[src/sv/assert_macros.svh]
// Assertion macros used by the RTL file serial_bank_mapper.sv.
`ifndef ASSERT_MACROS_SVH
`define ASSERT_MACROS_SVH

// Checked on every rising clock edge while out of reset.
`define SMB_ASSERT(lbl, prop, msg) \
	lbl: assert property (@(posedge clk) disable iff (!arst_n) (prop)) else $error(msg);

// Checked on every rising clock edge, reset included.
`define SMB_ASSERT_ALWAYS(lbl, prop, msg) \
	lbl: assert property (@(posedge clk) (prop)) else $error(msg);

`endif

[src/sv/smb_pkg.sv]
// Package for the serial bank mapper: transaction types and register map.
package smb_pkg;

	typedef struct packed {
		logic [15:0] address;
		logic [7:0]  data;
	} cpu_t;

	typedef struct packed {
		logic [5:0] prg_page_low;
		logic [5:0] prg_page_high;
		logic [6:0] chr_page_low;
		logic [6:0] chr_page_high;
		logic       chr_full_window;
		logic [1:0] mirroring;
		logic       ram_enabled;
		logic       ram_write;
	} map_t;

	localparam int unsigned PADDR_W = 4;

	localparam logic [1:0] REG_PRG_BANK_COUNT = 2'd0;
	localparam logic [1:0] REG_CHR_BANK_COUNT = 2'd1;
	localparam logic [1:0] REG_RAM_PRESENT    = 2'd2;
	localparam logic [1:0] REG_LARGE_PRG      = 2'd3;

	localparam logic [5:0] PRG_BANK_COUNT_RST = 6'd8;
	localparam logic [4:0] CHR_BANK_COUNT_RST = 5'd0;
	localparam logic       RAM_PRESENT_RST    = 1'b1;
	localparam logic       LARGE_PRG_RST      = 1'b0;

	// 2 * PRG_BANK_COUNT_RST - 2, the last 8KB page pair at reset
	localparam logic [5:0] PRG_HIGH_PAGE_RST  = 6'd14;
	localparam logic [6:0] CHR_HIGH_PAGE_RST  = 7'd4;

endpackage

[src/sv/serial_bank_mapper.sv]
// Serial bank mapper: input register, single-pass mapping update, result register.
// A transaction accepted into the input register moves on to map through the
// result register. Throughput: one transaction per cycle unless map_stall holds;
// the registers let a new write enter while a finished result waits on map_stall.
// Reset: all mapping state cleared, PRG 0xC000 page at the last bank of the
// reset bank count, CHR 0x1000 window at page 4, configuration at its defaults.
`include "assert_macros.svh"

module serial_bank_mapper (
	input  logic                         clk,
	input  logic                         arst_n,
	input  logic                         psel,
	input  logic                         penable,
	input  logic                         pwrite,
	input  logic [smb_pkg::PADDR_W-1:0]  paddr,
	input  logic [31:0]                  pwdata,
	output logic [31:0]                  prdata,
	output logic                         pready,
	input  logic                         cpu_valid,
	output logic                         cpu_stall,
	input  smb_pkg::cpu_t                cpu,
	output logic                         map_valid,
	input  logic                         map_stall,
	output smb_pkg::map_t                map
);

	typedef enum logic [2:0] {
		RGN_LOW,
		RGN_RAM,
		RGN_CTRL,
		RGN_CHR0,
		RGN_CHR1,
		RGN_PRG
	} region_t;

	// configuration
	logic [5:0] prg_bank_count_q;
	logic [4:0] chr_bank_count_q;
	logic       ram_present_q;
	logic       large_prg_q;

	// pipeline
	logic          valid_s1;
	smb_pkg::cpu_t cpu_s1;
	logic          map_valid_q;
	smb_pkg::map_t map_q;
	logic          take;

	// mapping state
	logic [4:0] shift_bits_q, shift_bits_d;
	logic [2:0] shift_count_q, shift_count_d;
	logic [1:0] mirror_q, mirror_d;
	logic [1:0] prg_mode_q, prg_mode_d;
	logic       chr_mode_q, chr_mode_d;
	logic [5:0] prg_low_q, prg_low_d;
	logic [5:0] prg_high_q, prg_high_d;
	logic [6:0] chr_low_q, chr_low_d;
	logic [6:0] chr_high_q, chr_high_d;
	logic       ram_off_q, ram_off_d;
	smb_pkg::map_t map_d;

	region_t    region;
	logic [4:0] bits_new;
	logic [4:0] val;
	logic       ctrl_we;
	logic [4:0] ctrl_v;
	logic [5:0] prg_cnt_m1;
	logic [3:0] prg_mask;
	logic [5:0] chr_cnt_m1;
	logic [4:0] chr_mask;
	logic [4:0] chr_val;
	logic [3:0] prg_bank;
	logic       half;
	logic       ram_wr;
	logic       cfg_we;

	assign pready = 1'b1;
	assign cfg_we = psel && penable && pwrite && pready;

	always_ff @(posedge clk or negedge arst_n) begin
		if (!arst_n) begin
			prg_bank_count_q <= smb_pkg::PRG_BANK_COUNT_RST;
			chr_bank_count_q <= smb_pkg::CHR_BANK_COUNT_RST;
			ram_present_q    <= smb_pkg::RAM_PRESENT_RST;
			large_prg_q      <= smb_pkg::LARGE_PRG_RST;
		end else if (cfg_we) begin
			case (paddr[3:2])
				smb_pkg::REG_PRG_BANK_COUNT: prg_bank_count_q <= pwdata[5:0];
				smb_pkg::REG_CHR_BANK_COUNT: chr_bank_count_q <= pwdata[4:0];
				smb_pkg::REG_RAM_PRESENT:    ram_present_q    <= pwdata[0];
				smb_pkg::REG_LARGE_PRG:      large_prg_q      <= pwdata[0];
				default: ;
			endcase
		end
	end

	always_comb begin
		case (paddr[3:2])
			smb_pkg::REG_PRG_BANK_COUNT: prdata = {26'd0, prg_bank_count_q};
			smb_pkg::REG_CHR_BANK_COUNT: prdata = {27'd0, chr_bank_count_q};
			smb_pkg::REG_RAM_PRESENT:    prdata = {31'd0, ram_present_q};
			smb_pkg::REG_LARGE_PRG:      prdata = {31'd0, large_prg_q};
			default:                     prdata = 32'd0;
		endcase
	end

	// handshake
	assign take      = !map_valid_q || !map_stall;
	assign cpu_stall = valid_s1 && !take;
	assign map_valid = map_valid_q;
	assign map       = map_q;

	always_ff @(posedge clk or negedge arst_n) begin
		if (!arst_n) begin
			valid_s1 <= 1'b0;
		end else if (!cpu_stall) begin
			valid_s1 <= cpu_valid;
		end
	end

	always_ff @(posedge clk) begin
		if (cpu_valid && !cpu_stall) begin
			cpu_s1 <= cpu;
		end
	end

	// mapping update
	always_comb begin
		case (cpu_s1.address[15:13])
			3'b011:  region = RGN_RAM;
			3'b100:  region = RGN_CTRL;
			3'b101:  region = RGN_CHR0;
			3'b110:  region = RGN_CHR1;
			3'b111:  region = RGN_PRG;
			default: region = RGN_LOW;
		endcase

		bits_new   = shift_bits_q | ({4'd0, cpu_s1.data[0]} << shift_count_q);
		val        = bits_new;
		prg_cnt_m1 = prg_bank_count_q - 6'd1;
		prg_mask   = prg_cnt_m1[3:0];
		chr_cnt_m1 = {chr_bank_count_q, 1'b0} - 6'd1;
		chr_mask   = chr_cnt_m1[4:0];
		chr_val    = val & chr_mask;
		prg_bank   = val[3:0] & prg_mask;
		half       = large_prg_q & prg_low_q[5];

		shift_bits_d  = shift_bits_q;
		shift_count_d = shift_count_q;
		mirror_d      = mirror_q;
		prg_mode_d    = prg_mode_q;
		chr_mode_d    = chr_mode_q;
		prg_low_d     = prg_low_q;
		prg_high_d    = prg_high_q;
		chr_low_d     = chr_low_q;
		chr_high_d    = chr_high_q;
		ram_off_d     = ram_off_q;
		ram_wr        = 1'b0;
		ctrl_we       = 1'b0;
		ctrl_v        = val;

		if (region == RGN_RAM) begin
			ram_wr = ram_present_q & ~ram_off_q;
		end else if (region != RGN_LOW) begin
			if (cpu_s1.data[7]) begin
				shift_bits_d  = 5'd0;
				shift_count_d = 3'd0;
				ctrl_we       = 1'b1;
				ctrl_v        = {chr_mode_q, 2'b11, mirror_q};
			end else if (shift_count_q != 3'd4) begin
				shift_bits_d  = bits_new;
				shift_count_d = shift_count_q + 3'd1;
			end else begin
				shift_bits_d  = 5'd0;
				shift_count_d = 3'd0;
				case (region)
					RGN_CTRL: begin
						ctrl_we = 1'b1;
					end
					RGN_CHR0: begin
						if (large_prg_q) begin
							prg_low_d[5]  = val[4];
							prg_high_d[5] = val[4];
						end
						if (chr_bank_count_q != 5'd0) begin
							if (chr_mode_q) begin
								chr_low_d = {chr_val, 2'b00};
							end else begin
								chr_low_d  = {chr_val[4:1], 3'b000};
								chr_high_d = {chr_val[4:1], 3'b100};
							end
						end
					end
					RGN_CHR1: begin
						if (large_prg_q && chr_mode_q) begin
							prg_low_d[5]  = val[4];
							prg_high_d[5] = val[4];
						end
						if (chr_bank_count_q != 5'd0 && chr_mode_q) begin
							chr_high_d = {chr_val, 2'b00};
						end
					end
					RGN_PRG: begin
						ram_off_d = val[4];
						if (!prg_mode_q[1]) begin
							prg_low_d  = {half, prg_bank[3:1], 2'b00};
							prg_high_d = {half, prg_bank[3:1], 2'b10};
						end else if (prg_mode_q == 2'd2) begin
							prg_high_d = {half, prg_bank, 1'b0};
						end else begin
							prg_low_d = {half, prg_bank, 1'b0};
						end
					end
					default: ;
				endcase
			end
		end

		// control register write: mirroring, PRG mode with page fix-up, CHR mode
		if (ctrl_we) begin
			mirror_d   = ctrl_v[1:0];
			chr_mode_d = ctrl_v[4];
			if (ctrl_v[3:2] != prg_mode_q) begin
				prg_mode_d = ctrl_v[3:2];
				if (ctrl_v[3:2] == 2'd2) begin
					prg_low_d = {prg_low_q[5], 5'd0};
				end else if (ctrl_v[3:2] == 2'd3) begin
					prg_high_d = {prg_low_q[5], prg_mask, 1'b0};
				end
			end
		end

		map_d.prg_page_low    = prg_low_d;
		map_d.prg_page_high   = prg_high_d;
		map_d.chr_page_low    = chr_low_d;
		map_d.chr_page_high   = chr_high_d;
		map_d.chr_full_window = ~chr_mode_d;
		map_d.mirroring       = mirror_d;
		map_d.ram_enabled     = ram_present_q & ~ram_off_d;
		map_d.ram_write       = ram_wr;
	end

	always_ff @(posedge clk or negedge arst_n) begin
		if (!arst_n) begin
			map_valid_q   <= 1'b0;
			shift_bits_q  <= 5'd0;
			shift_count_q <= 3'd0;
			mirror_q      <= 2'd0;
			prg_mode_q    <= 2'd0;
			chr_mode_q    <= 1'b0;
			prg_low_q     <= 6'd0;
			prg_high_q    <= smb_pkg::PRG_HIGH_PAGE_RST;
			chr_low_q     <= 7'd0;
			chr_high_q    <= smb_pkg::CHR_HIGH_PAGE_RST;
			ram_off_q     <= 1'b0;
		end else if (take) begin
			map_valid_q <= valid_s1;
			if (valid_s1) begin
				shift_bits_q  <= shift_bits_d;
				shift_count_q <= shift_count_d;
				mirror_q      <= mirror_d;
				prg_mode_q    <= prg_mode_d;
				chr_mode_q    <= chr_mode_d;
				prg_low_q     <= prg_low_d;
				prg_high_q    <= prg_high_d;
				chr_low_q     <= chr_low_d;
				chr_high_q    <= chr_high_d;
				ram_off_q     <= ram_off_d;
			end
		end
	end

	always_ff @(posedge clk) begin
		if (take && valid_s1) begin
			map_q <= map_d;
		end
	end

	`SMB_ASSERT(a_shift_count_range, shift_count_q < 3'd5, "shift count past five")
	`SMB_ASSERT(a_stage_to_result, (valid_s1 && take) |=> map_valid, "transaction lost between stages")
	`SMB_ASSERT(a_ram_write_enabled, map_valid |-> (!map.ram_write || map.ram_enabled), "RAM strobe while RAM disabled")
	`SMB_ASSERT(a_chr_page_aligned, map_valid |-> (map.chr_page_low[1:0] == 2'd0), "CHR page not 4KB aligned")
	`SMB_ASSERT_ALWAYS(a_reset_empty, !arst_n |=> !map_valid || arst_n, "result valid out of reset")

endmodule

[config.mk]
export PLATFORM = sky130hd
export DESIGN_NAME = serial_bank_mapper
export DESIGN_NICKNAME = d
export VERILOG_FILES = /design/src/sv/smb_pkg.sv /design/src/sv/serial_bank_mapper.sv
export VERILOG_INCLUDE_DIRS = /design/src /design/src/sv
export SDC_FILE = /design/constraint.sdc
export NUM_CORES = 1
export LEC_CHECK = 0
export BUFFER_PORTS_ARGS = -buffer_cell sky130_fd_sc_hd__buf_2
export CAP_MARGIN = 20
export CORE_AREA = 2 2 144 132
export CTS_BUF_LIST = sky130_fd_sc_hd__clkbuf_2
export CTS_CLUSTER_DIAMETER = 30
export DETAILED_ROUTE_END_ITERATION = 10
export DIE_AREA = 0 0 146 134
export PLACE_DENSITY_LB_ADDON = 0.2
export SETUP_SLACK_MARGIN = 0.05
export SYNTH_ARGS = -nofsm -noshare
export SYNTH_HDL_FRONTEND = slang
export SYNTH_SLANG_ARGS = --single-unit
export TNS_END_PERCENT = 10
[constraint.sdc]
create_clock -name clk -period 5.2 [get_ports clk]
set_clock_uncertainty 0.05 [all_clocks]
set_input_delay 0 -clock clk [delete_from_list [all_inputs] [get_ports clk]]
set_output_delay 0 -clock clk [all_outputs]
set_load 0.02 [all_outputs]
After elaboration in Yosys (flattened, before gate mapping)
Index checks and enable logic that the tools add are counted.
- muxes and demuxes: 63
- equal/unequal tests: 18
- reduce and logical (&&, ||, !) cells: 22
- shift-type cells: 1
- bitwise operators: 10
- add/subtract/negate cells: 3
- operators with widths (kind ; count):
    $pmux 32 s4 ; 1
    $mux 6 ; 19
    $mux 7 ; 13
    $mux 5 ; 7
    $eq 3x3->1 const B ; 6
    $mux 1 ; 15
    $pmux 3 s5 ; 1
    $pmux 7 s2 ; 1
    $eq 2x2->1 const B ; 5
    $reduce_and 2->1 ; 5
    $eq 3x2->1 const B ; 3
    $mux 3 ; 3
    $reduce_and 4->1 ; 2
    $logic_and 1x1->1 ; 7
    $pmux 1 s3 ; 2
    $and 5x5->5 ; 1
    $or 5x5->5 ; 1
    $reduce_bool 5->1 ; 1
    $shl 1x3->5 ; 1
    $sub 5x1->5 const B ; 1
    $and 4x4->4 ; 1
    $logic_not 1->1 ; 4
    $not 1->1 ; 4
    $sub 4x1->4 const B ; 1
    10 further kinds ; 12
- register bits: 110

Longest topological paths before layout
Gate-level depths: netlist (run 1).
- word-level depth: 14
- gate-level depth with buffers: 8

Worst setup path before layout (run 1)
Ideal clock, no wire load.
- path type: register to register
- start point: register map_valid_q, in the netlist map_valid
- end point: register mirror_q[0]
- cell stages (with the launch flop): 6
- arrival: 2.353 ns
- clock period less this slack: 2.529 ns
- data required time: 5.024 ns
- setup slack: 2.671 ns
- path buffers: 1
- setup time: 0.126 ns
- cells stage by stage: dfrtp_1 -> nand2_1 -> nand2_1 -> clkinv_1 -> clkbuf_1 -> mux2_2
- cells in the longest elaborated chain, start to end: 3
- RTL lines (what ; RTL line ; source):
    start, declared ; serial_bank_mapper.sv:45 ; logic map_valid_q;
    start signal, assigned ; serial_bank_mapper.sv:257 ; map_valid_q <= valid_s1;
    $logic_not 1->1 ; serial_bank_mapper.sv:108 ; assign take = !map_valid_q || !map_stall;
    $logic_or 1x1->1 ; serial_bank_mapper.sv:108 ;
    $reduce_and 2->1 (no line) ; -- ;
    end signal, assigned ; serial_bank_mapper.sv:261 ; mirror_q <= mirror_d;
    end, declared ; serial_bank_mapper.sv:52 ; logic [1:0] mirror_q, mirror_d;
No other way between the ends.
A chain may end at the register's enable or synchronous reset.

Worst setup path after layout (run 1)
- start point: register shift_count_q[0]
- end point: register prg_low_q[1]
- cells in the longest elaborated chain, start to end: 13
- RTL lines (what ; RTL line ; source):
    start, declared ; serial_bank_mapper.sv:51 ; logic [2:0] shift_count_q, shift_count_d;
    start signal, assigned ; serial_bank_mapper.sv:260 ; shift_count_q <= shift_count_d;
    $shl 1x3->5 ; serial_bank_mapper.sv:138 ; bits_new = shift_bits_q | ({4'd0, cpu_s1.data[0]} << shift_count_q);
    $or 5x5->5 ; serial_bank_mapper.sv:138 ;
    $and 4x4->4 ; serial_bank_mapper.sv:145 ; prg_bank = val[3:0] & prg_mask;
    $mux 6 ; serial_bank_mapper.sv:208 ; end else if (prg_mode_q == 2'd2) begin
    $mux 6 ; serial_bank_mapper.sv:205 ; if (!prg_mode_q[1]) begin
    $mux 5 ; serial_bank_mapper.sv:176 ; case (region)
    $mux 6 ; serial_bank_mapper.sv:170 ; end else if (shift_count_q != 3'd4) begin
    $mux 6 ; serial_bank_mapper.sv:165 ; if (cpu_s1.data[7]) begin
    $mux 6 ; serial_bank_mapper.sv:164 ; end else if (region != RGN_LOW) begin
    $mux 6 ; serial_bank_mapper.sv:162 ; if (region == RGN_RAM) begin
    $mux 6 ; serial_bank_mapper.sv:225 ; if (ctrl_v[3:2] == 2'd2) begin
    $mux 6 ; serial_bank_mapper.sv:223 ; if (ctrl_v[3:2] != prg_mode_q) begin
    $mux 6 * ; serial_bank_mapper.sv:220 ; if (ctrl_we) begin
    end signal, assigned ; serial_bank_mapper.sv:264 ; prg_low_q <= prg_low_d;
    end, declared ; serial_bank_mapper.sv:55 ; logic [5:0] prg_low_q, prg_low_d;
Every way passes the cells marked *; elsewhere a longest branch is shown, timed or not.

==> out/results.tsv, run 1 <==
stage	metric	value	unit
clock_network	CTS root buffer	clkbuf_2	
critical_path	required time of the critical path	5680	ps
global_routing	largest net degree at the start of global routing	56	
critical_path	crit path cell chain	inv_1 -> ha_1 -> nand3b_4 -> or4b_4 -> a2111oi_4 -> o21ai_2 -> a32o_1	
detailed_routing	Vias/cell	4.32	
power_and_ir_drop	Sw Share	0.325	
clock_network	Skew-Pair Late Insertion Delay	590	ps
timing	worst slew pin tran	881	ps
detailed_routing	1st-iter DRT viols	181	
floorplanning	IO Count	133	
detailed_routing	routed wire length	10500	um
detailed_routing	DR WL/cell	14.4	um
synth	synth warn	0	
global_routing	total track usage	0.111	
placement	port buffer count	58	
timing	final hold viol count	0	
synth	post-synthesis register bit count	91	
critical_path	CP max stage delay	590	ps
synth	Synth cell types	61	
critical_path	Crit Path Max Fanout	8	
global_routing	initial antenna violation count	0	
synth	Gate Count Post-Synth	396	
timing	Tcrit/Tclk final	0.540	
critical_path	reg2reg end	prg_low_q[1]	
synth	synth top area cells	dfrtp_1, edfxtp_1, mux2_2	
timing	RSZ-0062 raised after global routing	no	
floorplanning	number of cell rows	47	
timing	setup TNS	0	ps
power_and_ir_drop	clock share of power	0.240	
final_layout	nets	551	
clock_network	Num CTS Buffers	9	
synth	syn avg cell area	11.3	um2
final_layout	ant diodes	0	
critical_path	CP Capture Type	flop	
power_and_ir_drop	Comb power frac	0.221	
global_routing	vias in the first global route	3102	
critical_path	reg2reg start	shift_count_q[0]	
placement	post-DP HPWL	7500	um
placement	pre-CTS WS	2450	ps
run	maxcap violations	0	
clock_network	clock sink count	91	
synth	largest area contributor in the netlist	dfrtp_1	
power_and_ir_drop	Sequential Power Share	0.540	
placement	Placer Congestion	0.861	
synth	synth cell count leaders	dfrtp_1, nand2_1, edfxtp_1	
synth	synthesized area	4470	um2
min_path	hold depth	2	
floorplanning	Die ar.	19600	um2
timing	Final Setup Violations	0	
clock_network	TritonCTS clock tree	built	
critical_path	critical path class	reg -> reg	
critical_path	worst reg2reg setup slack	2390	ps
global_routing	first-pass GRT wire length	16700	um
detailed_routing	Detail Route Antenna Nets	0	
min_path	worst min-delay path class	in -> reg	
timing	Max Freq	0.356	GHz
floorplanning	die height	134	um
clock_network	Post-CTS Repair Setup Buffers	0	
critical_path	WP depth	7	
clock_network	Clock Path Buffers	2	
final_layout	Area Overhead vs Synth	18.9	%
power_and_ir_drop	P per Cell Area	322	nW/um2
power_and_ir_drop	maximum VDD drop	0.118	mV
clock_network	htree depth	3	
critical_path	Critical Path AT	3290	ps
critical_path	CP max stage cell	or4b_4	
critical_path	r2r worst-path depth	7	
power_and_ir_drop	Net Sw Power	557	uW
final_layout	fraction of final layout cells sized beyond drive strength 1	0.249	
synth	async set or reset register ratio after synthesis	0.604	
clock_network	Clock transition at path regs	280	ps
synth	Post-synth EDFFs	36	
floorplanning	Initial Utilization	0.247	
global_routing	global route total overflow	0	
critical_path	crit-path leading delay family	compound AO/OA/AOI/OAI gates	
min_path	Worst Hold End	cpu_s1[7]	
critical_path	CP Launch Type	flop	
timing	relative slew slack	0.405	
critical_path	CP Buf/Inv Count	1	
synth	ys flop type	dfrtp_1	
timing	fin worst setup slack	2390	ps
final_layout	Fillers	1961	
power_and_ir_drop	Leak	2.27	nW
synth	register area share after synthesis	0.551	
power_and_ir_drop	Int Pwr	1.16	mW
timing	fin crit period	2810	ps
synth	share of the synthesized area in the top cell type	0.274	
outcome	status	complete, no violations	
floorplanning	Chip Width	146	um
min_path	hold_sp	cpu[7]	
detailed_routing	# DRC	0	
floorplanning	Core ar.	18100	um2
detailed_routing	Detailed Routing Iterations Pass 1	4	
timing	Pins Over Slew Limit	0	
detailed_routing	total number of vias	3153	
synth	most frequent cell after synthesis	dfrtp_1	
==> metal layers <==
layer  share of wire  wire, um  track usage
met1            0.50      5240        0.152
met2            0.44      4590        0.168
met3           0.051       536       0.0316
met4           0.017       175       0.0388
met5               0         0            0
==> power by group through the flow <==
stage	registers, mW	logic, mW	clock network, mW
finish	0.924	0.378	0.410
global route	0.937	0.419	0.456
CTS	0.925	0.382	0.432
detailed placement	0.939	0.358	0
global placement	0.936	0.352	0
floorplan	0.933	0.249	0
==> worst reg2reg max path: cells and delay by family, from the launching register on <==
kind                     cells  cell delay, ps
AO/OA/AOI/OAI                3             950
AND/OR/NAND/NOR              2             760
flip-flops                   1             530
adder cells (fa/ha/maj)      1             320
buffers and inverters        1             130
==> cells in the final DEF (no fill, tap or decap), types with 7 or more instances in the layout <==
cell           Yosys  final
and2_1            10     10
nor2_1            33     33
dlygate4sd3_1      0     27
a21oi_1           15     15
nor2b_1            9      9
buf_2              1     58
nand3_1            7      7
o21ai_0           23     23
nand2_1           40     40
inv_1             10     10
conb_1             2     27
clkbuf_2           0     10
dfrtp_1           49     49
nor3_1             8      8
edfxtp_1          36     36
mux2_2            25     25
==> cell type report <==
| class | instances | area, um2 | area share |
|---|---|---|---|
| Clock inverter | 6 | 88.8 | 0.0167 |
| Sequential cell | 91 | 2460 | 0.464 |
| Multi-Input combinational cell | 280 | 1790 | 0.336 |
| Tap cell | 245 | 307 | 0.0577 |
| Timing Repair Buffer | 87 | 576 | 0.108 |
| Clock buffer | 10 | 50.0 | 0.00942 |
| Inverter | 11 | 41.3 | 0.00777 |
==> sequential cells by signal (all words and copies together), names as in the netlist <==
signal / flops
chr_bank_count_q: 5
chr_high_q: 7
chr_low_q: 7
chr_mode_q: 1
cpu_s1: 5
large_prg_q: 1
map: 31
map_valid: 1
mirror_q: 2
prg_bank_count_q: 6
prg_high_q: 6
prg_low_q: 6
prg_mode_q: 2
ram_off_q: 1
ram_present_q: 1
shift_bits_q: 5
shift_count_q: 3
valid_s1: 1
==> kinds of logic (layout without fill, tap and decap cells) <==
family,count (synthesis),count (layout),synth area share
AND/OR/NAND/NOR,130,130,0.147
flip-flops,91,91,0.551
AO/OA/AOI/OAI,82,82,0.128
buffers and inverters,50,114,0.0700
multiplexers,30,30,0.0770
XOR/XNOR,7,7,0.0137
adder cells (fa/ha/maj),4,4,0.0112
other,2,27,0.00168
==> through the flow <==
step	instance area (um2)	hold slack [ps]	std cells	total power, mW	util
floorplan	4560	-346	421	1.18	-
global placement	4900	130	687	1.29	0.271
detailed placement	4900	131	687	1.30	0.271
CTS	5310	5.82	730	1.74	0.293
global route	5310	14.5	730	1.81	0.293
finish	5310	87.6	730	1.71	0.293
==> what timing repair did <==
| item | 4_1_cts | 5_1_grt |
|---|---|---|
| hold endpoints to repair | 83 | 0 |
| gates resized for setup | 0 | 0 |
| hold buffers | 27 | 0 |
==> worst max-delay path by stage <==
stage / from / end / slack (ps)
6_report: shift_count_q[0] / prg_low_q[1] / 2390
5_1_grt: shift_count_q[0] / prg_low_q[1] / 2230
3_5_place_dp: shift_count_q[0] / prg_low_q[1] / 2450
4_1_cts: shift_count_q[0] / prg_low_q[1] / 2400
3_3_place_gp: shift_count_q[0] / prg_low_q[1] / 2440
2_1_floorplan: map_valid / mirror_q[0] / 2670
Power figures use the tool's default switching activity.
==> inputs of run 2 (changes only) <==
Clock period 5.2 ns to 2.7 ns, I/O delays scaled along.
==> out/results.tsv, run 2 (synthesis results as in run 1) <==
stage	metric	value	unit
placement	Placer Congestion	0.833	
run	maxcap violations	0	
power_and_ir_drop	total power	3.25	mW
global_routing	global route total overflow	0	
detailed_routing	Detailed Routing Iterations Pass 1	4	
power_and_ir_drop	Leak	2.35	nW
floorplanning	die height	134	um
outcome	status	complete, no violations	
final_layout	commonest non-fill, non-tap cell in the layout	buf_2	
floorplanning	Initial Utilization	0.247	
timing	RSZ-0062 raised after global routing	yes	
floorplanning	Die ar.	19600	um2
final_layout	Fillers	1955	
floorplanning	IO Count	133	
critical_path	CP Launch Type	flop	
clock_network	TritonCTS clock tree	built	
final_layout	Largest register FFs	31	
detailed_routing	total number of vias	3206	
clock_network	htree depth	3	
final_layout	Design Area, Final	5470	um2
critical_path	critical path class	reg -> reg	
clock_network	Clock transition at path regs	250	ps
clock_network	Skew-Pair Late Insertion Delay	610	ps
final_layout	commonest non-fill, non-tap cells in the layout	buf_2, dfrtp_1, nand2_1, edfxtp_1, nor2_1	
detailed_routing	routed wire length	10800	um
clock_network	CTS root buffer	clkbuf_2	
critical_path	reg2reg start	shift_count_q[1]	
global_routing	first-pass GRT wire length	17400	um
clock_network	clock sink count	91	
critical_path	required time of the critical path	3050	ps
critical_path	Crit Path Max Fanout	7	
critical_path	CP Capture Type	flop	
global_routing	largest net degree at the start of global routing	46	
timing	setup TNS	0	ps
floorplanning	number of cell rows	47	
floorplanning	Core ar.	18100	um2
timing	worst slew pin tran	891	ps
power_and_ir_drop	maximum VDD drop	0.171	mV
detailed_routing	Detail Route Antenna Nets	0	
timing	fin crit period	2530	ps
placement	port buffer count	58	
placement	post-DP HPWL	7810	um
timing	Max Freq	0.395	GHz
global_routing	vias in the first global route	3123	
final_layout	fraction of final layout cells sized beyond drive strength 1	0.275	
floorplanning	Chip Width	146	um
detailed_routing	# DRC	0	
final_layout	fin util	0.302	
timing	Tcrit/Tclk final	0.937	
placement	Placed Area	5030	um2
clock_network	Post-CTS Repair Setup Buffers	0	
detailed_routing	1st-iter DRT viols	168	
final_layout	nets	567	
clock_network	Num CTS Buffers	9	
critical_path	worst reg2reg setup slack	170	ps
min_path	worst min-delay path class	in -> reg	
clock_network	Clock Path Buffers	2	
timing	relative slew slack	0.403	
final_layout	Area Overhead vs Synth	22.3	%
critical_path	r2r worst-path depth	7	
detailed_routing	Vias/cell	4.29	
power_and_ir_drop	P per Cell Area	595	nW/um2
timing	Final Setup Violations	0	
global_routing	total track usage	0.117	
critical_path	Critical Path AT	2880	ps
critical_path	reg2reg end	map[26]	
detailed_routing	DR WL/cell	14.5	um
critical_path	Crit. Startpoint	shift_count_q[1]	
global_routing	initial antenna violation count	1	
critical_path	Worst setup endpoint	map[26]	
timing	final hold viol count	0	
timing	Pins Over Slew Limit	0	
==> run 2: changes by cell type in the layout (fill, tap and decap cells not counted), sizes merged <==
| cell | change |
|---|---|
| bufinv | -1 |
| buf | +15 |
| diode | +1 |
| clkinv | +2 |
| dlygate4sd3 | +1 |
| clkbuf | -1 |
==> run 2: area by class of cell <==
type	instances	area (um2)	share of cell area
multi-input cells	280	1790	0.328
well taps	245	307	0.0561
diodes	1	2.50	0.000458
clock buffers	9	45.0	0.00824
flip-flops and latches	91	2460	0.451
repair buffers	103	736	0.135
inverters	11	41.3	0.00755
clock inverters	7	76.3	0.0140
==> run 2: critical path: stages (launching register included) <==
cell and delay (ps):
dfrtp_1 490, inv_1 140, ha_1 340, nand3b_4 100
or4b_4 570, a2111oi_4 410, buf_4 200, nor2_1 50
==> run 2: how the worst min path moves through the flow <==
stage,startpoint,endpoint,slack [ps],cells past startpoint
final,pwdata[5],prg_bank_count_q[5],100,3
after global routing,pwdata[5],prg_bank_count_q[5],20,3
after CTS,cpu[23],cpu_s1[23],6,2
after detailed placement,arst_n,prg_low_q[0],40,1
after global placement,arst_n,prg_low_q[0],40,1
after floorplan,arst_n,chr_bank_count_q[0],-350,0
==> run 2: layer usage <==
metal | global-route usage | share of wire | up-vias
met2 | 0.172 | 0.44 | 84
met5 | 0 | 0 | -
met4 | 0.0324 | 0.010 | 0
met3 | 0.0395 | 0.053 | 7
met1 | 0.165 | 0.49 | 1553
li1 | - | - | 1562
==> run 2: what timing repair did <==
action / in CTS / in global routing
setup endpoints to repair: 4 / 14
hold buffers: 28 / 1
gates resized for setup: 1 / 1
endpoints found under the hold margin: 82 / 1
==> run 2: power by group <==
group / switching [mW] / internal, mW
registers: 0.144 / 1.63
logic: 0.459 / 0.317
clock network: 0.492 / 0.218
==> run 2: through the flow <==
step                hold WS (ps)  cells  setup slack (ps)
floorplan                   -346    421               171
CTS                         5.64    745               166
detailed placement          41.2    701              58.0
global placement            36.1    701               124
global route                23.2    747              1.18
finish                      99.2    747               170
